## src/rtl/srbm_pkg.sv

```systemverilog
// Shared constants, codes and table port types for the segmented row block map.
// No dependencies; compile first.
package srbm_pkg;

  localparam int unsigned MAX_BLOCKS     = 16;
  localparam int unsigned LOCAL_ROW_BITS = 16;
  localparam int unsigned IDX_W          = (MAX_BLOCKS > 1) ? $clog2(MAX_BLOCKS) : 1;
  localparam int unsigned CNT_W          = $clog2(MAX_BLOCKS + 1);

  localparam logic [1:0] REQ_APPEND = 2'd0;
  localparam logic [1:0] REQ_REMOVE = 2'd1;
  localparam logic [1:0] REQ_LOOKUP = 2'd2;

  localparam logic [1:0] STAT_OK    = 2'd0;
  localparam logic [1:0] STAT_RANGE = 2'd1;
  localparam logic [1:0] STAT_FULL  = 2'd2;
  localparam logic [1:0] STAT_BAD   = 2'd3;

  typedef logic [LOCAL_ROW_BITS-1:0] row_t;

  typedef struct packed {
    logic             en;
    logic [IDX_W-1:0] addr;
    row_t             start_row;
    row_t             end_row;
    logic [31:0]      prefix;
  } tbl_wr_t;

  typedef struct packed {
    row_t        start_row;
    row_t        end_row;
    logic [31:0] prefix;
  } tbl_rd_t;

endpackage

```

## src/rtl/srbm_if.sv

```systemverilog
// Request and response channel interfaces for the segmented row block map.
// Depends on nothing; valid/ready handshake, transfer when both are high.
interface srbm_req_if;
  logic        valid;
  logic        ready;
  logic [1:0]  req_type;
  logic [15:0] block_start;
  logic [15:0] block_end;
  logic [31:0] row_count;
  logic [31:0] abs_row;

  modport source (output valid, req_type, block_start, block_end, row_count, abs_row,
                  input ready);
  modport sink   (input valid, req_type, block_start, block_end, row_count, abs_row,
                  output ready);
endinterface

interface srbm_rsp_if;
  logic        valid;
  logic        ready;
  logic [1:0]  status;
  logic [3:0]  block_index;
  logic [15:0] local_row;
  logic [31:0] rows_held;

  modport source (output valid, status, block_index, local_row, rows_held, input ready);
  modport sink   (input valid, status, block_index, local_row, rows_held, output ready);
endinterface

```

## src/rtl/segmented_row_block_map_top.sv

```systemverilog
// Segmented row block map: ordered table of row blocks with prefix sums.
// Depends on srbm_pkg, srbm_if (srbm_req_if, srbm_rsp_if) and srbm_table.
//
//   channel  | dir | payload                                          | transfer
//   req_i    | in  | req_type, block_start, block_end, row_count,     | valid & ready
//            |     | abs_row                                          |
//   rsp_o    | out | status, block_index, local_row, rows_held        | valid & ready
//
// Append, rejected requests, out-of-range lookups and the unused selector go from
// idle straight to the finish state. Remove and in-range lookup walk the table in
// the scan state: the table has one read port and the sequencer walks it one entry
// per cycle.
// Reset clears the registers but not the table; entries are written before read.
// A result waits in the output register; the next request is taken while it waits,
// and its result holds in the sequencer until the output register is free.
module segmented_row_block_map_top (
  input  logic       clk_i,
  input  logic       rst_ni,
  srbm_req_if.sink   req_i,
  srbm_rsp_if.source rsp_o
);
  import srbm_pkg::*;

  typedef enum logic [1:0] {
    S_IDLE,
    S_SCAN,
    S_FIN
  } state_e;

  state_e           state_q, state_d;
  logic [1:0]       op_q, op_d;
  logic [CNT_W-1:0] held_q, held_d;
  logic [31:0]      total_q, total_d;
  logic [31:0]      offset_q, offset_d;
  logic [CNT_W-1:0] idx_q, idx_d;
  logic [IDX_W-1:0] proc_q, proc_d;
  logic             rd_vld_q, rd_vld_d;
  logic [31:0]      left_q, left_d;
  logic [CNT_W-1:0] drop_q, drop_d;
  logic [31:0]      sum_q, sum_d;
  logic [31:0]      rel_q, rel_d;
  logic [IDX_W-1:0] pick_q, pick_d;
  row_t             loc_q, loc_d;
  logic [1:0]       res_stat_q, res_stat_d;
  logic             o_valid_q, o_valid_d;
  logic [1:0]       o_stat_q, o_stat_d;
  logic [3:0]       o_idx_q, o_idx_d;
  logic [15:0]      o_loc_q, o_loc_d;
  logic [31:0]      o_rows_q, o_rows_d;

  tbl_wr_t          tbl_wr;
  tbl_rd_t          tbl_rd;

  // Append operands, masked to the local row width.
  row_t             ap_s, ap_e, ap_size;
  // Remove datapath for the entry in the read register.
  row_t             rm_size, rm_new_s;
  logic [31:0]      rm_size32, rm_new_size32;
  logic             rm_drop, rm_part;
  // Lookup datapath.
  logic [31:0]      lk_rel, lk_diff;

  assign ap_s    = row_t'(req_i.block_start);
  assign ap_e    = row_t'(req_i.block_end);
  assign ap_size = ap_e - ap_s;

  assign rm_size       = tbl_rd.end_row - tbl_rd.start_row;
  assign rm_size32     = 32'(rm_size);
  assign rm_drop       = (left_q != 32'd0) && (left_q >= rm_size32);
  assign rm_part       = (left_q != 32'd0);
  assign rm_new_s      = rm_part ? (tbl_rd.start_row + row_t'(left_q)) : tbl_rd.start_row;
  assign rm_new_size32 = rm_part ? (rm_size32 - left_q) : rm_size32;

  assign lk_rel  = req_i.abs_row - offset_q;
  assign lk_diff = rel_q - tbl_rd.prefix;

  srbm_table u_table (
    .clk_i     (clk_i),
    .wr_i      (tbl_wr),
    .rd_addr_i (idx_q[IDX_W-1:0]),
    .rd_o      (tbl_rd)
  );

  assign req_i.ready       = (state_q == S_IDLE);
  assign rsp_o.valid       = o_valid_q;
  assign rsp_o.status      = o_stat_q;
  assign rsp_o.block_index = o_idx_q;
  assign rsp_o.local_row   = o_loc_q;
  assign rsp_o.rows_held   = o_rows_q;

  always_comb begin
    state_d    = state_q;
    op_d       = op_q;
    held_d     = held_q;
    total_d    = total_q;
    offset_d   = offset_q;
    idx_d      = idx_q;
    proc_d     = proc_q;
    rd_vld_d   = rd_vld_q;
    left_d     = left_q;
    drop_d     = drop_q;
    sum_d      = sum_q;
    rel_d      = rel_q;
    pick_d     = pick_q;
    loc_d      = loc_q;
    res_stat_d = res_stat_q;
    o_valid_d  = o_valid_q;
    o_stat_d   = o_stat_q;
    o_idx_d    = o_idx_q;
    o_loc_d    = o_loc_q;
    o_rows_d   = o_rows_q;
    tbl_wr     = '0;

    // Drop the pending result once the sink takes it.
    if (o_valid_q && rsp_o.ready) begin
      o_valid_d = 1'b0;
    end

    case (state_q)
      S_IDLE: begin
        if (req_i.valid) begin
          op_d       = req_i.req_type;
          pick_d     = '0;
          loc_d      = '0;
          res_stat_d = STAT_OK;
          idx_d      = '0;
          rd_vld_d   = 1'b0;
          state_d    = S_FIN;
          case (req_i.req_type)
            REQ_APPEND: begin
              if (ap_e < ap_s) begin
                res_stat_d = STAT_BAD;
              end else if (held_q >= CNT_W'(MAX_BLOCKS)) begin
                res_stat_d = STAT_FULL;
              end else begin
                tbl_wr.en        = 1'b1;
                tbl_wr.addr      = held_q[IDX_W-1:0];
                tbl_wr.start_row = ap_s;
                tbl_wr.end_row   = ap_e;
                tbl_wr.prefix    = total_q;
                total_d          = total_q + 32'(ap_size);
                held_d           = held_q + CNT_W'(1);
              end
            end
            REQ_REMOVE: begin
              offset_d = offset_q + req_i.row_count;
              left_d   = req_i.row_count;
              drop_d   = '0;
              sum_d    = '0;
              state_d  = S_SCAN;
            end
            REQ_LOOKUP: begin
              if ((req_i.abs_row < offset_q) || (lk_rel >= total_q)) begin
                res_stat_d = STAT_RANGE;
              end else begin
                rel_d   = lk_rel;
                state_d = S_SCAN;
              end
            end
            default: begin
              res_stat_d = STAT_OK;
            end
          endcase
        end
      end

      S_SCAN: begin
        // Issue the next table read.
        if (idx_q < held_q) begin
          idx_d    = idx_q + CNT_W'(1);
          proc_d   = idx_q[IDX_W-1:0];
          rd_vld_d = 1'b1;
        end else begin
          rd_vld_d = 1'b0;
        end

        // Process the entry read last cycle.
        if (rd_vld_q) begin
          if (op_q == REQ_REMOVE) begin
            if (rm_drop) begin
              left_d = left_q - rm_size32;
              drop_d = drop_q + CNT_W'(1);
            end else begin
              left_d           = '0;
              tbl_wr.en        = 1'b1;
              tbl_wr.addr      = proc_q - drop_q[IDX_W-1:0];
              tbl_wr.start_row = rm_new_s;
              tbl_wr.end_row   = tbl_rd.end_row;
              tbl_wr.prefix    = sum_q;
              sum_d            = sum_q + rm_new_size32;
            end
          end else begin
            if (tbl_rd.prefix <= rel_q) begin
              pick_d = proc_q;
              loc_d  = tbl_rd.start_row + row_t'(lk_diff);
            end
          end
        end

        // Walk finished: commit the new count and total for a removal.
        if ((idx_q == held_q) && !rd_vld_q) begin
          if (op_q == REQ_REMOVE) begin
            held_d  = held_q - drop_q;
            total_d = sum_q;
            pick_d  = '0;
            loc_d   = '0;
          end
          res_stat_d = STAT_OK;
          state_d    = S_FIN;
        end
      end

      S_FIN: begin
        // Hold the result until the output register is free.
        if (!o_valid_q || rsp_o.ready) begin
          o_valid_d = 1'b1;
          o_stat_d  = res_stat_q;
          o_idx_d   = 4'(pick_q);
          o_loc_d   = 16'(loc_q);
          o_rows_d  = total_q;
          state_d   = S_IDLE;
        end
      end

      default: begin
        state_d = S_IDLE;
      end
    endcase
  end

  always_ff @(posedge clk_i or negedge rst_ni) begin
    if (!rst_ni) begin
      state_q    <= S_IDLE;
      op_q       <= REQ_APPEND;
      held_q     <= '0;
      total_q    <= '0;
      offset_q   <= '0;
      idx_q      <= '0;
      proc_q     <= '0;
      rd_vld_q   <= 1'b0;
      left_q     <= '0;
      drop_q     <= '0;
      sum_q      <= '0;
      rel_q      <= '0;
      pick_q     <= '0;
      loc_q      <= '0;
      res_stat_q <= STAT_OK;
      o_valid_q  <= 1'b0;
      o_stat_q   <= STAT_OK;
      o_idx_q    <= '0;
      o_loc_q    <= '0;
      o_rows_q   <= '0;
    end else begin
      state_q    <= state_d;
      op_q       <= op_d;
      held_q     <= held_d;
      total_q    <= total_d;
      offset_q   <= offset_d;
      idx_q      <= idx_d;
      proc_q     <= proc_d;
      rd_vld_q   <= rd_vld_d;
      left_q     <= left_d;
      drop_q     <= drop_d;
      sum_q      <= sum_d;
      rel_q      <= rel_d;
      pick_q     <= pick_d;
      loc_q      <= loc_d;
      res_stat_q <= res_stat_d;
      o_valid_q  <= o_valid_d;
      o_stat_q   <= o_stat_d;
      o_idx_q    <= o_idx_d;
      o_loc_q    <= o_loc_d;
      o_rows_q   <= o_rows_d;
    end
  end

endmodule

```

## src/rtl/srbm_table.sv

```systemverilog
// Block table storage: start row, end row and prefix sum per entry.
// One write port, one read port with registered read data. Uses srbm_pkg.
module srbm_table (
  input  logic                       clk_i,
  input  srbm_pkg::tbl_wr_t          wr_i,
  input  logic [srbm_pkg::IDX_W-1:0] rd_addr_i,
  output srbm_pkg::tbl_rd_t          rd_o
);
  import srbm_pkg::*;

  row_t        start_mem [MAX_BLOCKS];
  row_t        end_mem   [MAX_BLOCKS];
  logic [31:0] pref_mem  [MAX_BLOCKS];

  always_ff @(posedge clk_i) begin
    if (wr_i.en) begin
      start_mem[wr_i.addr] <= wr_i.start_row;
      end_mem[wr_i.addr]   <= wr_i.end_row;
      pref_mem[wr_i.addr]  <= wr_i.prefix;
    end
    rd_o.start_row <= start_mem[rd_addr_i];
    rd_o.end_row   <= end_mem[rd_addr_i];
    rd_o.prefix    <= pref_mem[rd_addr_i];
  end

endmodule
```

## src/flat_wrapper.sv

```systemverilog
// flat-port wrapper written by rule: the top's interface ports become plain ports
module segmented_row_block_map_top_flat import srbm_pkg::*;
  (clk_i, rst_ni, req_i_valid, req_i_req_type, req_i_block_start, req_i_block_end, req_i_row_count, req_i_abs_row, req_i_ready, rsp_o_valid, rsp_o_status, rsp_o_block_index, rsp_o_local_row, rsp_o_rows_held, rsp_o_ready);
  srbm_req_if req_i_i ();
  srbm_rsp_if rsp_o_i ();
  input  logic clk_i;
  input  logic rst_ni;
  input wire logic [$bits(req_i_i.valid)-1:0] req_i_valid;
  input wire logic [$bits(req_i_i.req_type)-1:0] req_i_req_type;
  input wire logic [$bits(req_i_i.block_start)-1:0] req_i_block_start;
  input wire logic [$bits(req_i_i.block_end)-1:0] req_i_block_end;
  input wire logic [$bits(req_i_i.row_count)-1:0] req_i_row_count;
  input wire logic [$bits(req_i_i.abs_row)-1:0] req_i_abs_row;
  output wire logic [$bits(req_i_i.ready)-1:0] req_i_ready;
  output wire logic [$bits(rsp_o_i.valid)-1:0] rsp_o_valid;
  output wire logic [$bits(rsp_o_i.status)-1:0] rsp_o_status;
  output wire logic [$bits(rsp_o_i.block_index)-1:0] rsp_o_block_index;
  output wire logic [$bits(rsp_o_i.local_row)-1:0] rsp_o_local_row;
  output wire logic [$bits(rsp_o_i.rows_held)-1:0] rsp_o_rows_held;
  input wire logic [$bits(rsp_o_i.ready)-1:0] rsp_o_ready;
  assign req_i_i.valid = req_i_valid;
  assign req_i_i.req_type = req_i_req_type;
  assign req_i_i.block_start = req_i_block_start;
  assign req_i_i.block_end = req_i_block_end;
  assign req_i_i.row_count = req_i_row_count;
  assign req_i_i.abs_row = req_i_abs_row;
  assign req_i_ready = req_i_i.ready;
  assign rsp_o_valid = rsp_o_i.valid;
  assign rsp_o_status = rsp_o_i.status;
  assign rsp_o_block_index = rsp_o_i.block_index;
  assign rsp_o_local_row = rsp_o_i.local_row;
  assign rsp_o_rows_held = rsp_o_i.rows_held;
  assign rsp_o_i.ready = rsp_o_ready;
  segmented_row_block_map_top u_core (.clk_i(clk_i), .rst_ni(rst_ni), .req_i(req_i_i), .rsp_o(rsp_o_i));
endmodule
```

## config.mk

```make
export PLATFORM = sky130hd
export DESIGN_NAME = segmented_row_block_map_top_flat
export DESIGN_NICKNAME = d
export VERILOG_FILES = /design/src/rtl/srbm_pkg.sv /design/src/rtl/srbm_if.sv /design/src/rtl/segmented_row_block_map_top.sv /design/src/rtl/srbm_table.sv /design/src/flat_wrapper.sv
export SDC_FILE = /design/constraint.sdc
export NUM_CORES = 2
export LEC_CHECK = 0
export CAP_MARGIN = 20
export CORE_ASPECT_RATIO = 1.2
export CORE_UTILIZATION = 55
export CTS_CLUSTER_SIZE = 20
export DETAILED_ROUTE_END_ITERATION = 8
export DONT_BUFFER_PORTS = 1
export MAX_ROUTING_LAYER = met4
export PLACE_DENSITY = 0.75
export SETUP_SLACK_MARGIN = 0.02
export SYNTH_ARGS = -nofsm -noshare
export SYNTH_HDL_FRONTEND = slang
export SYNTH_HIERARCHICAL = 1
export SYNTH_SLANG_ARGS = --single-unit
export TNS_END_PERCENT = 100
```

## constraint.sdc

```tcl
create_clock -name clk_i -period 23 [get_ports clk_i]
set_clock_uncertainty 0.15 [all_clocks]
set_input_delay 4.6 -clock clk_i [delete_from_list [all_inputs] [get_ports clk_i]]
set_output_delay 4.6 -clock clk_i [all_outputs]
set_load 0.01 [all_outputs]
```

==> results.txt <==
----------------------------------------------------
[Status]
  Status ... finished clean

[Power and ir drop]
  Share of total power in sequential cells ... 35.6%
  Static power due to leakage ... 25.8 nW
  Net switching share of the total power ... 37.4%
  Power density normalized to cell area ... 122 nW/um2
  Clock share of power ... 25.8%
  Comb power frac ... 38.7%
  Sw power ... 3.19 mW
  Internal power summed over all cells ... 5.33 mW
  Worst-case vdd ir drop ... 0.0836 mV

[Synth]
  Post-Synthesis Cells ... 4536
  Count of state elements after synthesis ... 1349
  Share of async-settable or async-resettable flops after synthesis ... 19.3%
  Dominant register cell in the synthesized netlist ... edfxtp_1
  Post-synthesis instance area ... 63700 um2
  Number of unique standard cell types used by synthesis ... 98
  Number of synthesized flops with an enable pin ... 1024
  Net count of the mapped netlist ... 4949
  Proportion of synthesized chip area in sequential cells ... 60.5%
  Average cell area after synthesis ... 14.0 um2
  Total number of yosys warnings ... 6

[Clock tree]
  Hold-fix buffer count after cts ... 0
  CTS Root Buffer Type ... clkbuf_16
  Post-cts resize count ... 0
  Post CTS Setup Buffer Count ... 0
  Clock Latency Late Sink ... 0.77 ns
  TritonCTS clock tree ... built
  Maximum level of the CTS H-tree ... 4
  Total clock sinks ... 1349
  TritonCTS Buffers ... 131
  Maximum clock path buffer count ... 3
  Clock slew seen by the registers of the worst setup and hold paths ... 0.06 ns

[Worst setup path]
  Critical path's slowest cell ... buf_4
  Count of buffering cells on the critical path with inverters included ... 4
  Crit path kind ... in -> reg
  Worst Path Max Fanout ... 45
  Element type at the critical path start ... primary input
  Slowest stage delay, CP ... 0.82 ns
  Worst Path Required ... 23.24 ns
  Largest delay share family, worst path ... compound AO/OA/AOI/OAI gates
  Critical path, cell by cell ... inv_1, ha_1, inv_1, fa_1, a21oi_1, o21ba_2, a31oi_1, a2111o_1, a21oi_1, o31ai_2, a21oi_1, nor4b_4, buf_6, nand2_1, o21ai_1, nand2_1, nor2_4, buf_4
  Cell repeated most along the worst path ... a21oi_1
  Signal arrival time at the worst endpoint ... 10.39 ns
  CP endpoint kind ... flip-flop

[Placed design]
  Post-detailed-placement half-perimeter wirelength ... 110 mm
  Post-Place Setup Slack ... 11.76 ns
  Total cell area at the placement stage ... 65400 um2
  Count of port buffers added during placement ... 0
  Inst Count DP ... 5927
  Gpl congestion ... 0.952

[Finish]
  Summed area of non-filler cells in the final layout ... 69800 um2
  Leading cell types in the layout, fill and taps excluded ... edfxtp_1, nand2_1, ha_1
  Area added between synthesis and finish ... 9.61%
  Flip-flop and latch area ... 38600 um2
  Post-layout instance count excluding filler cells ... 6179
  Post-layout nets ... 4956
  Filler Cell Count ... 8361
  Most common library cell in the layout ignoring fill and taps ... edfxtp_1
  Area taken by multi-input logic gates ... 23400 um2
  Layout cells sized above 1 ... 13.8%

[Floorplan]
  Std-Cell Core Area ... 115000 um2
  Initial Utilization ... 55.5%
  Die Y ... 375 um
  Die width ... 313 um
  Count of standard-cell rows ... 136
  Ports ... 158
  Die area ... 117000 um2

[Timing]
  Final critical delay including setup and external delays ... 10.15 ns
  Total negative slack for setup checks ... 0 ns
  Number of hold violations in the final report ... 0
  Final hold slack ... 0.329 ns
  Fraction of the cycle the final worst path needs ... 44.1%
  Count of pins over their slew limit ... 0
  Worst slew margin relative to its limit ... 20.4%
  Setup repair after global routing missed its margin ... no
  Finish-stage setup viols ... 0
  Least-Margin Pin Slew ... 1.18 ns
  Max Clock Freq ... 98.6 MHz
  Post-layout worst setup margin ... 12.85 ns

[Job]
  Maxcap violations ... 0

[Routing]
  Number of vias after detailed routing ... 40125
  Routed Antenna Nets ... 0
  Via count normalized by instance count ... 6.49
  Average wire length per cell after detail routing ... 27.9 um
  Detailed Route WL ... 172 mm
  DR pass1 iterations ... 8
  DRC viols ... 0
  Iteration-0 DRC count of the detailed router ... 4485

[GRT]
  Vias in the first global route ... 40212
  Global-route wire length before repair ... 255 mm
  Antenna violations before repair ... 11
  Global route overflow ... 0
  GR Util All Layers ... 30.4%
  Pin count of the biggest net entering global routing ... 262

[Hold path]
  Worst min-delay path category ... reg -> reg

----------------------------------------------------
registers in the layout, indices dropped and copies added (netlist names), 32 cells and up:
signal / cells
u_core/rsp_o.rows_held: 32
u_core/u_table/start_mem: 256
u_core/offset_q: 32
u_core/sum_q: 32
u_core/left_q: 32
u_core/rel_q: 32
u_core/u_table/end_mem: 256
u_core/u_table/rd_o: 64
u_core/total_q: 32
u_core/u_table/pref_mem: 512
worst register-to-register path, stage by stage, from the launching register on:
cell      delay (ns)
dfxtp_1         0.31
inv_1           0.20
ha_1            0.23
inv_1           0.06
fa_1            0.39
a21o_1          0.17
a21oi_1         0.25
o21bai_1        0.12
a211o_1         0.36
nand3_1         0.14
nand4_1         0.18
a31o_2          0.28
a21oi_1         0.19
xor2_1          0.27
inv_1           0.08
ha_1            0.32
inv_1           0.17
o21bai_1        0.10
a21oi_1         0.22
o21ai_0         0.16
nand2_1         0.16
o211a_1         0.58
nand3_4         0.30
o21ai_1         0.60
nand2_1         0.43
nor2_4          0.68
buf_4           0.83
kinds of logic (layout without fill, tap and decap cells):
kind of cell             after synthesis  after routing  share of synthesized area, %
other                                  0             12                             0
flip-flops                          1349           1349                          60.5
adder cells (fa/ha/maj)              311            311                          6.42
AO/OA/AOI/OAI                       1037           1037                          10.9
buffers and inverters                462            575                          3.07
multiplexers                         322            322                          10.2
XOR/XNOR                             189            189                          2.60
AND/OR/NAND/NOR                      866            866                          6.27
power groups by stage:
stage,registers [mW],logic [mW],clock network (mW)
2_1_floorplan,2.96,2.46,0
3_3_place_gp,3.07,3.19,0
3_5_place_dp,3.07,3.23,0
4_1_cts,3.03,3.26,2.22
5_1_grt,3.05,3.62,2.31
6_report,3.03,3.29,2.19
routing by layer:
layer | wire length, um | GRT usage (%) | up-vias
met5 | 0 | - | -
met4 | 7430 | 12.4 | 0
met3 | 15000 | 5.37 | 359
met2 | 84800 | 49.0 | 2053
met1 | 65000 | 38.2 | 20302
li1 | - | - | 17411
final timing paths:
kind | end | from | slack [ns] | cells past startpoint
max reg2reg | u_core/u_table/pref_mem[7][1] | u_core/u_table/rd_o[32] | 14.63 | 26
min reg2reg | u_core/offset_q[31] | u_core/offset_q[31] | 0.33 | 1
min | u_core/offset_q[31] | u_core/offset_q[31] | 0.33 | 1
max | u_core/u_table/pref_mem[7][1] | req_i_block_end[0] | 12.85 | 18
min in group asynchronous | u_core/rsp_o.rows_held[0] | rst_ni | 3.38 | 0
max in group asynchronous | u_core/idx_q[0] | rst_ni | 18.86 | 0
synth_stat cells (17+ instances only):
master / number / share of area (%)
or3_1: 21 / 0.21
nand4_1: 30 / 0.29
dfxtp_1: 64 / 2.0
a21oi_1: 230 / 1.8
buf_6: 17 / 0.30
nor2_1: 196 / 1.2
nor3_1: 65 / 0.51
a22oi_1: 138 / 1.6
mux2_2: 45 / 0.80
xnor2_1: 114 / 1.6
buf_1: 21 / 0.12
a211oi_1: 30 / 0.35
buf_2: 42 / 0.33
nor4_1: 17 / 0.17
a21o_1: 86 / 1.0
nor2b_1: 33 / 0.32
nand2_1: 349 / 2.1
o21bai_1: 22 / 0.26
fa_1: 26 / 0.82
edfxtp_1: 1024 / 48
dfrtp_1: 261 / 10
a22o_1: 75 / 1.0
a31oi_1: 28 / 0.28
nand3_1: 65 / 0.51
clkbuf_1: 105 / 0.62
inv_1: 265 / 1.6
mux4_2: 256 / 9.1
ha_1: 285 / 5.6
xor2_1: 75 / 1.0
o21a_1: 28 / 0.33
nand2b_1: 26 / 0.26
o21ai_0: 219 / 1.7
stage by stage:
stage,total power [mW],utilization (%)
after floorplan,5.42,-
after global placement,6.26,57.0
after detailed placement,6.30,57.0
after CTS,8.50,60.8
after global routing,8.97,60.9
final,8.52,60.9
final cells by class:
type                            count  share of cell area (%)
Inverter                          266                    1.43
Antenna cell                       12                  0.0430
Clock buffer                      181                    5.19
Clock inverter                     58                    1.10
Multi-Input combinational cell   2725                    33.5
Timing Repair Buffer               70                   0.790
Sequential cell                  1349                    55.3
Tap cell                         1518                    2.72
Power figures use the tool's default switching activity.
